==> src/rtl/core/dhc_pkg.sv <==
// Package with the shared types and constants of the diagonal hit chainer.
`default_nettype none
package dhc_pkg;

  typedef enum logic [1:0] {
    OP_LOAD  = 2'd0,
    OP_HIT   = 2'd1,
    OP_FLUSH = 2'd2,
    OP_NOP   = 2'd3
  } op_e;

  typedef enum logic [1:0] {
    CFG_MER   = 2'd0,
    CFG_QLEN  = 2'd1,
    CFG_REV   = 2'd2,
    CFG_NSEQ  = 2'd3
  } cfg_e;

  localparam int unsigned CfgIdxW = 2;

  typedef struct packed {
    logic [1:0]  opcode;
    logic [3:0]  entry_index;
    logic [31:0] seq_start;
    logic [31:0] seq_id;
    logic [31:0] query_pos;
    logic [31:0] target_pos;
    logic [31:0] diagonal_id;
  } req_t;

  typedef struct packed {
    logic [31:0] query_start;
    logic [31:0] query_span;
    logic [31:0] sequence_ident;
    logic [31:0] target_start;
    logic [31:0] target_span;
    logic        hits_dropped;
    logic        last;
  } res_t;

  typedef struct packed {
    logic [CfgIdxW-1:0] index;
    logic [31:0]        data;
  } cfg_t;

endpackage
`default_nettype wire

==> src/rtl/core/dhc_front.sv <==
// Front part: passes requests through a short queue, NOPs dropped.
`default_nettype none
module dhc_front
  import dhc_pkg::*;
#(
  parameter int unsigned Depth = 2
) (
  input  wire  logic clk_i,
  input  wire  logic rst_ni,
  input  wire  logic in_valid_i,
  output       logic in_ready_o,
  input  wire  req_t in_data_i,
  output       logic q_valid_o,
  input  wire  logic q_ready_i,
  output       req_t q_data_o
);
  localparam int unsigned PtrW = (Depth > 1) ? $clog2(Depth) : 1;

  req_t              mem_q [Depth];
  logic [PtrW-1:0]   wr_q, rd_q;
  logic [PtrW:0]     cnt_q;
  logic              push, pop;

  assign in_ready_o = (cnt_q != (PtrW+1)'(Depth));
  assign q_valid_o  = (cnt_q != '0);
  assign q_data_o   = mem_q[rd_q];
  assign push       = in_valid_i && in_ready_o && (in_data_i.opcode != OP_NOP);
  assign pop        = q_valid_o && q_ready_i;

  always_ff @(posedge clk_i) begin
    if (push) begin
      mem_q[wr_q] <= in_data_i;
    end
  end

  always_ff @(posedge clk_i or negedge rst_ni) begin
    if (!rst_ni) begin
      wr_q  <= '0;
      rd_q  <= '0;
      cnt_q <= '0;
    end else begin
      if (push) begin
        wr_q <= (wr_q == PtrW'(Depth - 1)) ? '0 : wr_q + 1'b1;
      end
      if (pop) begin
        rd_q <= (rd_q == PtrW'(Depth - 1)) ? '0 : rd_q + 1'b1;
      end
      cnt_q <= cnt_q + (PtrW+1)'(push) - (PtrW+1)'(pop);
    end
  end
endmodule
`default_nettype wire

==> config.mk <==
export PLATFORM = sky130hd
export DESIGN_NAME = dhc_front
export DESIGN_NICKNAME = d
export VERILOG_FILES = /design/src/rtl/core/dhc_pkg.sv /design/src/rtl/core/dhc_front.sv
export SDC_FILE = /design/constraint.sdc
export NUM_CORES = 1
export LEC_CHECK = 0
export BUFFER_PORTS_ARGS = -buffer_cell sky130_fd_sc_hd__buf_2
export CAP_MARGIN = 10
export CORE_ASPECT_RATIO = 1.75
export CORE_MARGIN = 2
export CORE_UTILIZATION = 41
export CTS_BUF_LIST = sky130_fd_sc_hd__clkbuf_16
export DETAILED_ROUTE_END_ITERATION = 8
export GPL_ROUTABILITY_DRIVEN = 0
export PLACE_DENSITY_LB_ADDON = 0.3
export SLEW_MARGIN = 20
export SYNTH_ARGS = -nofsm -noshare
export SYNTH_HDL_FRONTEND = slang
export SYNTH_SLANG_ARGS = --single-unit
==> constraint.sdc <==
create_clock -name clk_i -period 25.6 [get_ports clk_i]
set_clock_uncertainty 0.15 [all_clocks]
set_input_delay 2.56 -clock clk_i [delete_from_list [all_inputs] [get_ports clk_i]]
set_output_delay 2.56 -clock clk_i [all_outputs]
set_load 0.03 [all_outputs]
# ---- Word level (Yosys, flattened, before mapping)
# Memories as Yosys holds them, arrays and structs flattened.
# Cells that the tools add are included.
# Widths: inputs -> output; s select.
dict set report totals {
  reg_bits 4
  ram_bits 332
  output_inout_bits 168
  wordCells 18
  mem_count 1
}
# memory depth word_bits rd rd_clocked_by_memory_dff wr line
set mem_list {}
lappend mem_list {mem_q 2 166 1 0 1 dhc_front.sv:19} ;# req_t mem_q [Depth];
dict set report op_classes {
  n_addsub 4
  eq_ne 2
  mux 4
  reduce_logical 4
}
# operator n
set op_table {}
lappend op_table {{$mux 1} 4}
lappend op_table {{$ne 2x2->1 const B} 2}
lappend op_table {{$logic_and 1x1->1} 3}
lappend op_table {{$add 1x1->1 const B} 2}
lappend op_table {{$add 2x1->2} 1}
lappend op_table {{$reduce_bool 2->1} 1}
lappend op_table {{$sub 2x1->2} 1}

# ---- Longest topological paths before layout
# Gate-level depths: netlist (run 1).
dict set report logic_depth {
  ltp_word 5
  depth_mapped 6
  depth_no_buf 6
}

# ---- Least setup slack after synthesis (run 1)
# OpenSTA, ideal clock, no wires.
dict set report synth_path {
  kind {input to register}
  from {input port in_valid_i}
  to {memory mem_q[0][0] (netlist bit) (enable)}
  t_arrival_ns 9.776
  required_time_ns 24.756
  path_slack_ns 14.979
  path_stages 3
  path_buffers 0
  path_cell_list {a21boi_2 > nand2_1 > nor2_1}
}
dict set report synth_between {
  elab_chain_len 4
}
# element line
set synth_lines {}
lappend synth_lines {{from (decl)} dhc_front.sv:10} ;# input wire logic in_valid_i,
lappend synth_lines {{$logic_and 1x1->1 (2 in series)} dhc_front.sv:27} ;# assign push = in_valid_i && in_ready_o && (in_data_i.opcode != OP_NOP);
lappend synth_lines {{$mux 1} dhc_front.sv:31} ;# if (push) begin
lappend synth_lines {{$mux 1 (implied by the code)} dhc_front.sv:32} ;# mem_q[wr_q] <= in_data_i;
lappend synth_lines {{to (decl)} dhc_front.sv:19}
# Every way passes these cells.

==> results summary, run 1 <==
In this run the number of H-tree levels came out at 1. The least setup slack across all paths after layout is 19.88 ns. The number of hold buffers added after CTS came out at 0. The buffers plus inverters on the worst setup path came out at 2. The pin count of the biggest net entering global routing is 110.

In the post-synthesis netlist, the biggest area contributors are sky130_fd_sc_hd__edfxtp_1, sky130_fd_sc_hd__mux2_4, sky130_fd_sc_hd__mux2_2. Leaving out fill and tap cells, the most frequent cells in the layout are sky130_fd_sc_hd__buf_2, sky130_fd_sc_hd__edfxtp_1, sky130_fd_sc_hd__mux2_4. The total number of vias came out at 6160. The buffer count from post-CTS setup fixing came out at 0.

Counting tap cells, the placed design contains a total of 1256 instances. The DRC violation total after the first TritonRoute iteration came out at 287. 338 I/O pins were placed. The number of buffers created by CTS is 28. The worst slack at placement came out at 20.26 ns.

The max-cap violation count came out at 0. Dividing the synthesized area by the synthesized cell count gives 23.6 um2. The wire length of the first global-routing pass came out at 36100 um.

The yosys synthesis warning count is 0. The final instance area is 15700 um2. The number of antenna-violating nets in the routed design is 0. The launch instance of the worst min-delay path is wr_q.

Of the total power, the clock network draws 22.3%. For this run, the slowest stage of the critical path takes 1.07 ns. The height of the die is 237 um. The power density of the placed cells came out at 119 nW/um2. The number of design rule violations left after detail routing is 0.

Global routing consumed, over all layers together, 15.0% of the routing resources. After synthesis the netlist holds a flip-flop and latch count of 336. The worst reg-to-reg setup slack is 22.65 ns. The site row count came out at 85.

The count of input and output buffers came out at 337. The relative contribution of combinational cells to total power is 36.6%. After detailed placement, the total cell area comes to 14800 um2. The run finished with clean final reports. Excluding fillers, the count of instances in the completed layout stands at 1315. The total die area came out at 32600 um2. The register clock-pin slew on the reported worst setup and hold paths is 0.07 ns. The initial core utilization came out at 41.5%. The via count normalized by instance count is 4.68. The total count of max-transition violations in the final report is 0. The setup TNS came out at 0 ns. In this run the horizontal extent of the chip is 137 um. The worst register-to-register path ends at mem_q[0][88]. The average detailed-routed wire length per instance came out at 19.3 um. The power share of the sequential group came out at 41.1%. The data required time at the worst endpoint came out at 22.89 ns. The number of fillers in the final layout is 2539. The ratio of cells with drive above 1 in the final layout is 60.3%. The worst path uses 22.3% of the clock period. The most common cell after layout, fill and taps aside is sky130_fd_sc_hd__buf_2. The total count of hold-check failures in the final report came to 0. The tree built by TritonCTS fans out to 336 sinks. The relative area change from synthesis to final layout came out at 23.3%. The worst-case clock buffer depth is 3. Summed over all nets, the half-perimeter wirelength after detailed placement is 17100 um. The critical path goes through buf_12 > mux2_2 > buf_2. The number of gates given a new drive strength after cts came out at 0. The number of antenna violations at the first check in global routing came out at 11. The worst setup path is launched from a register. The static leakage power came out at 6.19 nW. The total overflow left after global routing is 0. The maximum fanout count along the critical path came out at 109. Derived from the worst setup path, the maximum achievable clock frequency is 175 MHz. The cell family contributing the most delay on the critical path is flip-flops. Before antenna repair, the detailed router went through 4 iterations.

The fraction of synthesized cell area taken by the top area cell type came out at 78.2%. The synthesized cell area is 12800 um2. The cell depth of the worst min-delay path came out at 1.

The gate count of the mapped netlist is 541. The clock tree from TritonCTS is done. The worst-skew pair later-pin latency is 0.55 ns. The cell type contributing the most total cell area after synthesis is sky130_fd_sc_hd__edfxtp_1. The final standard cell utilization of the core is 51.2%.

STA classifies the critical path endpoint as an output pin. The net switching fraction of the power came out at 34.7%. The share of the yosys chip area belonging to registers came out at 79.0%.

In this run the worst hold path is classified as register to register. The critical path is of the register to output pin type. The number of global-route vias before repair was 6536. Setup repair after global routing left no endpoint under its margin. The total nets after synthesis is 712. The cell depth of the worst flop-to-flop path is 5.

Global routing used 29.9% of the available met2 tracks. The minimum hold slack is 0.415 ns. The met3 capacity usage during global routing is 3.39%.

The actual slew at the worst max-slew pin came out at 1.02 ns. The switching power came out at 647 uW. The worst-path cell with the longest stage delay is sky130_fd_sc_hd__dfrtp_4. The number of nets in the finished design came out at 1066. The clock period minus worst slack came out at 5.72 ns. The met1 track utilization from global routing came out at 13.4%. The worst max-slew margin expressed relative to the limit is 32.0%.

The worst reg2reg path startpoint is cnt_q[0]. Setup violations remaining at the end of the flow were counted as 0. The internal power consumption is 1.22 mW. The data arrival at the endpoint of the critical path is 3.01 ns. After global routing, the most crowded layer is met2. The overall power of the completed layout came out at 1.87 mW.

The maximum resistive drop on vdd came out at 0.000132 V. In this run, distinct cell masters in the synthesized netlist total 21. CTS placed an instance of sky130_fd_sc_hd__clkbuf_16 at the clock tree root.

Wires add up to 25400 um. The hold-critical path endpoint is wr_q. The placeable core region came out at 30700 um2.
## logic make-up (layout without fill, tap and decap cells)
group,count (synthesis),count (layout),share of synthesized area [%]
flip-flops,336,336,79.0
multiplexers,166,166,18.5
buffers and inverters,19,394,1.53
AND/OR/NAND/NOR,11,11,0.461
AO/OA/AOI/OAI,5,5,0.265
XOR/XNOR,3,3,0.206
adder cells (fa/ha/maj),1,1,0.0981
other,0,8,0
## how the worst max path moves through the flow
stage	depth (start not counted)	slack, ns	start	end
2_1_floorplan	3	14.98	in_valid_i	mem_q[0][0]
3_3_place_gp	6	20.28	in_data_i[165]	mem_q[0][38]
3_5_place_dp	6	20.26	in_data_i[165]	mem_q[0][75]
4_1_cts	3	19.77	rd_q	q_data_o[4]
5_1_grt	3	19.70	rd_q	q_data_o[4]
6_report	3	19.88	rd_q	q_data_o[4]
## state kept, by name, summed over array words and instances, names as in the netlist
| name | cells |
|---|---|
| mem_q | 332 |
| cnt_q | 2 |
| rd_q | 1 |
| wr_q | 1 |
## synthesized netlist by cell type
master,n
sky130_fd_sc_hd__edfxtp_1,332
sky130_fd_sc_hd__mux2_4,130
sky130_fd_sc_hd__mux2_2,36
sky130_fd_sc_hd__buf_6,16
sky130_fd_sc_hd__dfrtp_1,4
sky130_fd_sc_hd__buf_2,3
sky130_fd_sc_hd__nand2_1,3
sky130_fd_sc_hd__a21oi_1,2
sky130_fd_sc_hd__nor2_1,2
sky130_fd_sc_hd__xnor2_1,2
sky130_fd_sc_hd__a211oi_1,1
sky130_fd_sc_hd__a21boi_2,1
sky130_fd_sc_hd__and3_1,1
sky130_fd_sc_hd__ha_1,1
sky130_fd_sc_hd__nand2b_1,1
sky130_fd_sc_hd__nand3_1,1
sky130_fd_sc_hd__nor2b_1,1
sky130_fd_sc_hd__nor3_2,1
sky130_fd_sc_hd__o21ai_0,1
sky130_fd_sc_hd__or2_2,1
sky130_fd_sc_hd__xor2_1,1
## per-layer routing
| metal | routed length, um | vias up |
|---|---|---|
| li1 | - | 2871 |
| met1 | 7800 | 3028 |
| met5 | 44 | - |
| met3 | 1540 | 50 |
| met4 | 937 | 6 |
| met2 | 15100 | 205 |
## power by group through the flow
stage / clock (mW) / combinational [mW] / sequential, mW
final: 0.417 / 0.683 / 0.767
after global routing: 0.447 / 0.716 / 0.777
after CTS: 0.431 / 0.694 / 0.769
after detailed placement: 0 / 0.692 / 0.780
after global placement: 0 / 0.692 / 0.775
after floorplan: 0 / 0.554 / 0.772
## cell type report
cell class | instances | area [um2] | area share [%]
Timing Repair Buffer | 343 | 1740 | 11.1
Tap cell | 391 | 489 | 3.11
Antenna cell | 8 | 20.0 | 0.127
Sequential cell | 336 | 10100 | 64.1
Clock inverter | 22 | 168 | 1.07
Multi-Input combinational cell | 186 | 2500 | 15.9
Clock buffer | 29 | 726 | 4.62
Power figures use the tool's default switching activity.
==> run 2, diff against run 1 <==
- ABC_AREA: default -> 1
- clock period: 25.6 -> 5.4 ns (I/O delays scaled with it)
==> run 2 against run 1 <==
Compared with the run above: sequential share of layout area is 1.1 points higher; critical path depth increased by 2; clock-buffer cell count unchanged; critical endpoint is now q_data_o[47].
==> results summary, run 2 <==
Top library cells by usage in the layout, fill and taps aside: sky130_fd_sc_hd__nand2_1, sky130_fd_sc_hd__buf_2, sky130_fd_sc_hd__edfxtp_1 (was sky130_fd_sc_hd__buf_2, sky130_fd_sc_hd__edfxtp_1, sky130_fd_sc_hd__mux2_4). The number of antenna violations at the first check in global routing is 7 (was 11). The count of distinct cell types in the synthesized netlist came to 14 (was 21).

The total overflow reported by the global router was 0 (unchanged). The total count of hold-check failures in the final report is 0 (unchanged). The number of antenna-violating nets in the routed design is 0 (unchanged). RSZ-0062 raised after global routing: false (unchanged). The final standard cell utilization of the core is 51.8% (was 51.2%). The worst-case clock buffer depth was 3 (unchanged).

The clock tree from TritonCTS is done (unchanged). The launching element type of the critical path is a register (unchanged). The die outline width was 135 um (was 137 um).

Largest cells by area after synthesis: sky130_fd_sc_hd__edfxtp_1, sky130_fd_sc_hd__nand2_1, sky130_fd_sc_hd__buf_6 (was sky130_fd_sc_hd__edfxtp_1, sky130_fd_sc_hd__mux2_4, sky130_fd_sc_hd__mux2_2). The fraction of synthesized cell area taken by the top area cell type is 80.5% (was 78.2%). The actual slew at the worst max-slew pin is 1.04 ns (was 1.02 ns).

The boundary pin count is 338 (unchanged). The power density of the placed cells came to 580 nW/um2 (was 119 nW/um2). The class of the tightest hold or removal check is input port to register (was register to register). Largest registers ranked by flip-flop count: mem_q (332), cnt_q (2) (unchanged). The clock root buffer is sky130_fd_sc_hd__clkbuf_16 (unchanged). The register bit total from synthesis is 336 (unchanged). The average detailed-routed wire length per instance came out at 16.2 um (was 19.3 um).

The global-route usage over all layers is 16.3% (was 15.0%). The number of design rule violations left after detail routing is 0 (unchanged). The maximum clock rate is 282 MHz.

The pin count of the biggest net entering global routing came out at 112 (was 110). The H-tree depth is 1 (unchanged). The worst max-slew margin expressed relative to the limit was 30.6% (was 32.0%). The number of flip-flops under the largest register name is 332 (unchanged). Cell types with the highest counts after synthesis: sky130_fd_sc_hd__nand2_1, sky130_fd_sc_hd__edfxtp_1, sky130_fd_sc_hd__buf_6 (was sky130_fd_sc_hd__edfxtp_1, sky130_fd_sc_hd__mux2_4, sky130_fd_sc_hd__mux2_2).

The maximum fanout count along the critical path is 111 (was 109). The nature of the critical path endpoint is an output pin (unchanged). The share of the yosys chip area belonging to registers came out at 81.3% (was 79.0%). The most common cell after layout, fill and taps aside is sky130_fd_sc_hd__nand2_1 (was sky130_fd_sc_hd__buf_2). The final count of negative-setup-slack endpoints came out at 0 (unchanged). The gate count of the mapped netlist is 902 (was 541). The DRC violation total after the first TritonRoute iteration is 416 (was 287). The setup TNS is 0 ns (unchanged). The post-route clock period utilization came out at 65.7%. The most used standard cell by instance count after synthesis was sky130_fd_sc_hd__nand2_1 (was sky130_fd_sc_hd__edfxtp_1). The count of input and output buffers is 337 (unchanged). The clock period minus worst slack came out at 3.55 ns.

The overall power of the completed layout came to 8.97 mW (was 1.87 mW). The total count of max-transition violations in the final report came to 0 (unchanged). The post-route non-filler standard cell count is 1670 (was 1315).

The max-cap violation count is 0 (unchanged). The number of fillers in the final layout came out at 2573 (was 2539). The total number of vias came to 7727 (was 6160). The height of the die was 234 um (was 237 um). The data required time at the worst endpoint came out at 4.71 ns (was 22.89 ns).

The total die area is 31700 um2 (was 32600 um2). The register with the most flip-flops is mem_q (unchanged). The top flip-flop cell by instance count after synthesis is sky130_fd_sc_hd__edfxtp_1 (unchanged).

The internal power consumption came out at 5.36 mW (was 1.22 mW). The class of the most critical setup path is register to output pin (unchanged). The via count normalized by instance count came out at 4.63 (was 4.68).

The relative area change from synthesis to final layout came out at 24.8% (was 23.3%). The total clock sinks is 336 (unchanged). The power share of the sequential group came out at 39.7% (was 41.1%). The relative contribution of combinational cells to total power is 37.8% (was 36.6%). The static leakage power was 6.62 nW (was 6.19 nW). The number of global-route vias before repair is 7544 (was 6536). The synthesized cell area came out at 12400 um2 (was 12800 um2). The number of gates given a new drive strength after cts is 0 (unchanged). The count of flip-flops with a built-in enable after synthesis came out at 332 (unchanged). The area taken by flip-flops and latches is 10100 um2 (unchanged). The maximum resistive drop on vdd is 0.000430 V (was 0.000132 V). The placeable core region is 29800 um2 (was 30700 um2). The wire length of the first global-routing pass came out at 39600 um (was 36100 um). The buffer count from post-CTS setup fixing is 0 (unchanged). The ratio of cells with drive above 1 in the final layout came out at 30.1% (was 60.3%). The total nets after synthesis came out at 1073 (was 712).

The number of nets in the finished design came to 1428 (was 1066). The proportion of synthesized flip-flops having asynchronous set or reset came out at 1.19% (unchanged). The post-detailed-placement half-perimeter wirelength is 18100 um (was 17100 um).

Run status: finished clean (unchanged). The switching power is 3.61 mW (was 647 uW). The data arrival at the endpoint of the critical path is 2.86 ns (was 3.01 ns). The net switching fraction of the power came out at 40.2% (was 34.7%).

The first-pass iteration count of the detailed router came out at 4 (unchanged). The total area of multi-input combinational cells is 1980 um2 (was 2500 um2). The synthesized area divided by synthesized cell count is 13.7 um2 (was 23.6 um2). The site row count came out at 84 (was 85). The initial core utilization came out at 41.5% (about the same). The routed wire length came out at 27100 um (was 25400 um). The yosys synthesis warning count is 0 (unchanged). The number of hold buffers added after CTS is 16 (was 0). The cell type contributing the most total cell area after synthesis is sky130_fd_sc_hd__edfxtp_1 (unchanged). The post-placement cell count is 1597 (was 1256).

The number of buffers created by CTS is 29 (was 28). The register clock-pin slew on the reported worst setup and hold paths was 0.07 ns (about the same). The worst-skew pair later-pin latency came to 0.54 ns (was 0.55 ns).

The part of the power in the clock network came out at 22.5% (was 22.3%).
run 2: power groups by stage:
| stage | clock, mW | sequential (mW) | combinational [mW] |
|---|---|---|---|
| global placement | 0 | 3.61 | 3.41 |
| CTS | 2.07 | 3.57 | 3.45 |
| finish | 2.01 | 3.56 | 3.39 |
| global route | 2.16 | 3.61 | 3.67 |
| detailed placement | 0 | 3.62 | 3.43 |
| floorplan | 0 | 3.59 | 2.52 |
run 2: stage by stage:
step           hold slack, ns  setup slack, ns  area, um2
2_1_floorplan          0.0944            0.686      12400
3_3_place_gp            0.225             2.42      14400
3_5_place_dp            0.225             2.41      14400
4_1_cts              0.000169             1.80      15400
5_1_grt              0.000787             1.64      15400
6_report               0.0351             1.85      15500
run 2: critical path: stages, from the launching register on:
cell and delay [ns]:
sky130_fd_sc_hd__dfrtp_4 0.69, sky130_fd_sc_hd__inv_6 0.65, sky130_fd_sc_hd__buf_4 0.42, sky130_fd_sc_hd__nand2_1 0.08
sky130_fd_sc_hd__nand2_1 0.09, sky130_fd_sc_hd__buf_2 0.20
run 2: path summary, 6_finish.rpt:
check,from,endpoint,slack (ns),cells past startpoint
worst max-delay path,rd_q,q_data_o[47],1.85,5
worst min-delay path,in_data_i[90],mem_q[1][90],0.04,1
worst max register to register,cnt_q[1],mem_q[0][1],2.89,4
worst min register to register,wr_q,wr_q,0.34,2
max in group asynchronous,rst_ni,rd_q,4.75,2
min in group asynchronous,rst_ni,rd_q,0.19,2
run 2: per-layer routing:
metal | wire length [um] | vias up | GRT usage, %
li1 | - | 3762 | -
met1 | 9330 | 3646 | 17.1
met2 | 14900 | 249 | 30.0
met3 | 1870 | 62 | 4.39
met4 | 1030 | 8 | 7.94
met5 | 38 | - | 0
run 2: layout make-up:
type                       count  area share (%)
sequential                   336            65.2
clock inverter                22            1.29
timing repair buffer         361            12.5
multi-input combinational    520            12.8
inverter                       9           0.283
tap                          387            3.13
clock buffer                  29            4.70
antenna                        6          0.0972
run 2: logic make-up (layout without fill, tap and decap cells):
kind of cell / after synthesis / count (layout) / share of synthesized area [%]
adders and majority gates: 1 / 1 / 0.101
and+or+nand+nor: 518 / 518 / 15.8
xor gates and xnor gates: 1 / 1 / 0.0708
other: 0 / 6 / 0
buffers and inverters: 46 / 421 / 2.72
DFF: 336 / 336 / 81.3
==> run 3, diff against run 2 <==
- clock period: 5.4 -> 2.9 ns (I/O delays scaled with it)
==> run 3 against run 2 <==
Compared with the run above: die area unchanged; wire length increased by 11%; setup slack lost 1.7 ns.
==> results summary, run 3 (synthesis results as in run 2) <==
The final count of negative-setup-slack endpoints is 0 (unchanged). The die outline width came out at 135 um (unchanged). Run status: finished clean (unchanged).

The total clock sinks came out at 336 (unchanged). The relative contribution of combinational cells to total power is 39.3% (was 37.8%). The worst slack at placement came out at 0.716 ns (was 2.41 ns). The number of nets in the finished design came out at 1588 (was 1428).

The maximum clock rate is 368 MHz. The global-route usage over all layers came out at 18.3% (was 16.3%). Top library cells by usage in the layout, fill and taps aside: sky130_fd_sc_hd__nand2_1, sky130_fd_sc_hd__buf_2, sky130_fd_sc_hd__edfxtp_1 (unchanged). The switching power came out at 7.08 mW (was 3.61 mW). The height of the die came out at 234 um (unchanged).

The relative area change from synthesis to final layout is 38.8% (was 24.8%). The ratio of cells with drive above 1 in the final layout is 27.7% (was 30.1%). The gate family responsible for the most delay along the worst path was buffers and inverters (unchanged). The worst reg-to-reg setup slack is 0.97 ns (was 2.89 ns).

The final standard cell utilization of the core is 57.6% (was 51.8%). The average detailed-routed wire length per instance came out at 16.4 um (was 16.2 um). The H-tree depth is 1 (unchanged). Critical-path cell list: inv_6 > buf_12 > nand2_1 > nand2_1 > buf_2 (was inv_6 > buf_4 > nand2_1 > nand2_1 > buf_2).

The maximum resistive drop on vdd came to 0.000876 V (was 0.000430 V). The hold-critical path endpoint is mem_q[0][152] (was mem_q[1][90]). The maximum fanout count along the critical path came out at 53 (was 111). The routed wire length came out at 30000 um (was 27100 um). The launching element type of the critical path is a register (unchanged). The number of design rule violations left after detail routing was 0 (unchanged). RSZ-0062 raised after global routing: false (unchanged). The worst-skew pair later-pin latency is 0.56 ns (was 0.54 ns). The worst-case clock buffer depth is 3 (unchanged). The data required time at the worst endpoint came out at 2.46 ns (was 4.71 ns). The number of global-route vias before repair is 8690 (was 7544).

The clock root buffer is sky130_fd_sc_hd__clkbuf_16 (unchanged). The total number of vias is 8456 (was 7727). The power density of the placed cells came out at 1010 nW/um2 (was 580 nW/um2). The post-detailed-placement half-perimeter wirelength is 18500 um (was 18100 um). The count of input and output buffers came out at 337 (unchanged). The launch instance of the worst min-delay path is in_data_i[152] (was in_data_i[90]). The placeable core region was 29800 um2 (unchanged). The pin count of the biggest net entering global routing came out at 89 (was 112). The first-pass iteration count of the detailed router came out at 4 (unchanged). The nature of the critical path endpoint was an output pin (unchanged). The cell depth of the worst min-delay path is 2 (was 1).

The clock period minus worst slack came out at 2.72 ns. The max-cap violation count is 0 (unchanged). The buffer count from post-CTS setup fixing is 0 (unchanged). The number of hold buffers added after CTS is 170 (was 16). The actual slew at the worst max-slew pin is 0.537 ns (was 1.04 ns). The least setup slack across all paths after layout came out at 0.181 ns (was 1.85 ns). The post-route clock period utilization came out at 93.7%.

The number of antenna-violating nets in the routed design came out at 0 (unchanged). The largest stage delay on the critical path is 0.61 ns (was 0.69 ns). The clock tree from TritonCTS is done (unchanged). The net switching fraction of the power came to 40.7% (was 40.2%). The part of the power in the clock network came out at 22.8% (was 22.5%). The total count of hold-check failures in the final report came out at 0 (unchanged). The DRC violation total after the first TritonRoute iteration is 394 (was 416). The power share of the sequential group is 37.9% (was 39.7%). The number of antenna violations at the first check in global routing came out at 5 (was 7). The number of gates given a new drive strength after cts is 0 (unchanged).

The via count normalized by instance count came out at 4.61 (was 4.63). The number of buffers created by CTS came out at 31 (was 29). The endpoint of the worst register-to-register path is mem_q[1][47] (was mem_q[0][1]). The data arrival at the endpoint of the critical path came out at 2.28 ns (was 2.86 ns).

The register clock-pin slew on the reported worst setup and hold paths was 0.06 ns (was 0.07 ns). The critical path's most frequent cell is sky130_fd_sc_hd__nand2_1 (unchanged). The wire length of the first global-routing pass came out at 44500 um (was 39600 um). The worst-path cell with the longest stage delay is sky130_fd_sc_hd__dfrtp_4 (unchanged).

The buffers plus inverters on the worst setup path is 3 (unchanged). The boundary pin count came to 338 (unchanged). The number of fillers in the final layout came out at 2386 (was 2573). The internal power consumption came out at 10.3 mW (was 5.36 mW). The worst max-slew margin expressed relative to the limit is 64.2% (was 30.6%).

The static leakage power was 7.33 nW (was 6.62 nW). The site row count is 84 (unchanged). The class of the tightest hold or removal check is input port to register (unchanged).

The total die area is 31700 um2 (unchanged). The register with the most flip-flops was mem_q (unchanged). The class of the most critical setup path was register to output pin (unchanged). The most common cell after layout, fill and taps aside was sky130_fd_sc_hd__nand2_1 (unchanged). Largest registers ranked by flip-flop count: mem_q (332), cnt_q (2) (unchanged).

The initial core utilization came out at 41.5% (unchanged). The total count of max-transition violations in the final report came out at 0 (unchanged). The worst reg2reg path startpoint is cnt_q[0] (was cnt_q[1]). The number of flip-flops under the largest register name is 332 (unchanged). The cell depth of the worst flop-to-flop path came out at 5 (was 4). The total overflow reported by the global router came out at 0 (unchanged).
-- run 3: cell type report --
type	instances	area, um2	area share, %
Sequential cell	336	10100	58.6
Timing Repair Buffer	519	3590	20.9
Multi-Input combinational cell	520	1990	11.6
Clock buffer	31	776	4.51
Tap cell	387	484	2.82
Clock inverter	26	214	1.24
Inverter	9	42.5	0.248
Antenna cell	5	12.5	0.0728
-- run 3: power by group through the flow --
| stage | registers [mW] | logic, mW | clock network [mW] |
|---|---|---|---|
| floorplan | 6.66 | 4.71 | 0 |
| global route | 6.66 | 7.32 | 4.23 |
| finish | 6.59 | 6.83 | 3.96 |
| global placement | 6.67 | 6.62 | 0 |
| detailed placement | 6.70 | 6.67 | 0 |
| CTS | 6.60 | 6.88 | 4.05 |
-- run 3: worst reg2reg max path, stage by stage, from the launching register on --
cell and delay, ns:
sky130_fd_sc_hd__dfrtp_1 0.37, sky130_fd_sc_hd__inv_1 0.08, sky130_fd_sc_hd__nand2_4 0.09, sky130_fd_sc_hd__nand3_2 0.14
sky130_fd_sc_hd__nor2_4 0.23, sky130_fd_sc_hd__buf_12 0.41
-- run 3: worst max path at each step --
stage / slack (ns) / from / cells past startpoint / to
final: 0.18 / rd_q / 5 / q_data_o[16]
after CTS: 0.11 / rd_q / 5 / q_data_o[51]
after floorplan: -0.84 / cnt_q[1] / 3 / mem_q[1][0]
after detailed placement: 0.72 / rd_q / 5 / q_data_o[51]
after global placement: 0.72 / rd_q / 5 / q_data_o[51]
after global routing: 0.05 / rd_q / 5 / q_data_o[51]
-- run 3: metrics by stage --
stage          hold WS, ns  power (mW)  TNS (ns)  instance area, um2  cells
2_1_floorplan       -0.156        11.4   -279.55               12400    902
3_3_place_gp       -0.0441        13.3         0               14500   1601
3_5_place_dp       -0.0453        13.4         0               14500   1601
4_1_cts              0.269        17.5         0               17200   1828
5_1_grt              0.284        18.2         0               17200   1833
6_report             0.302        17.4         0               17200   1833
-- run 3: metal layers --
metal	vias to the layer above	track usage, %	share of wire [%]
met4	0	11.4	6.1
met1	3964	18.7	35
li1	4080	-	-
met2	316	33.6	53
met3	96	3.74	6.0
met5	-	0	0
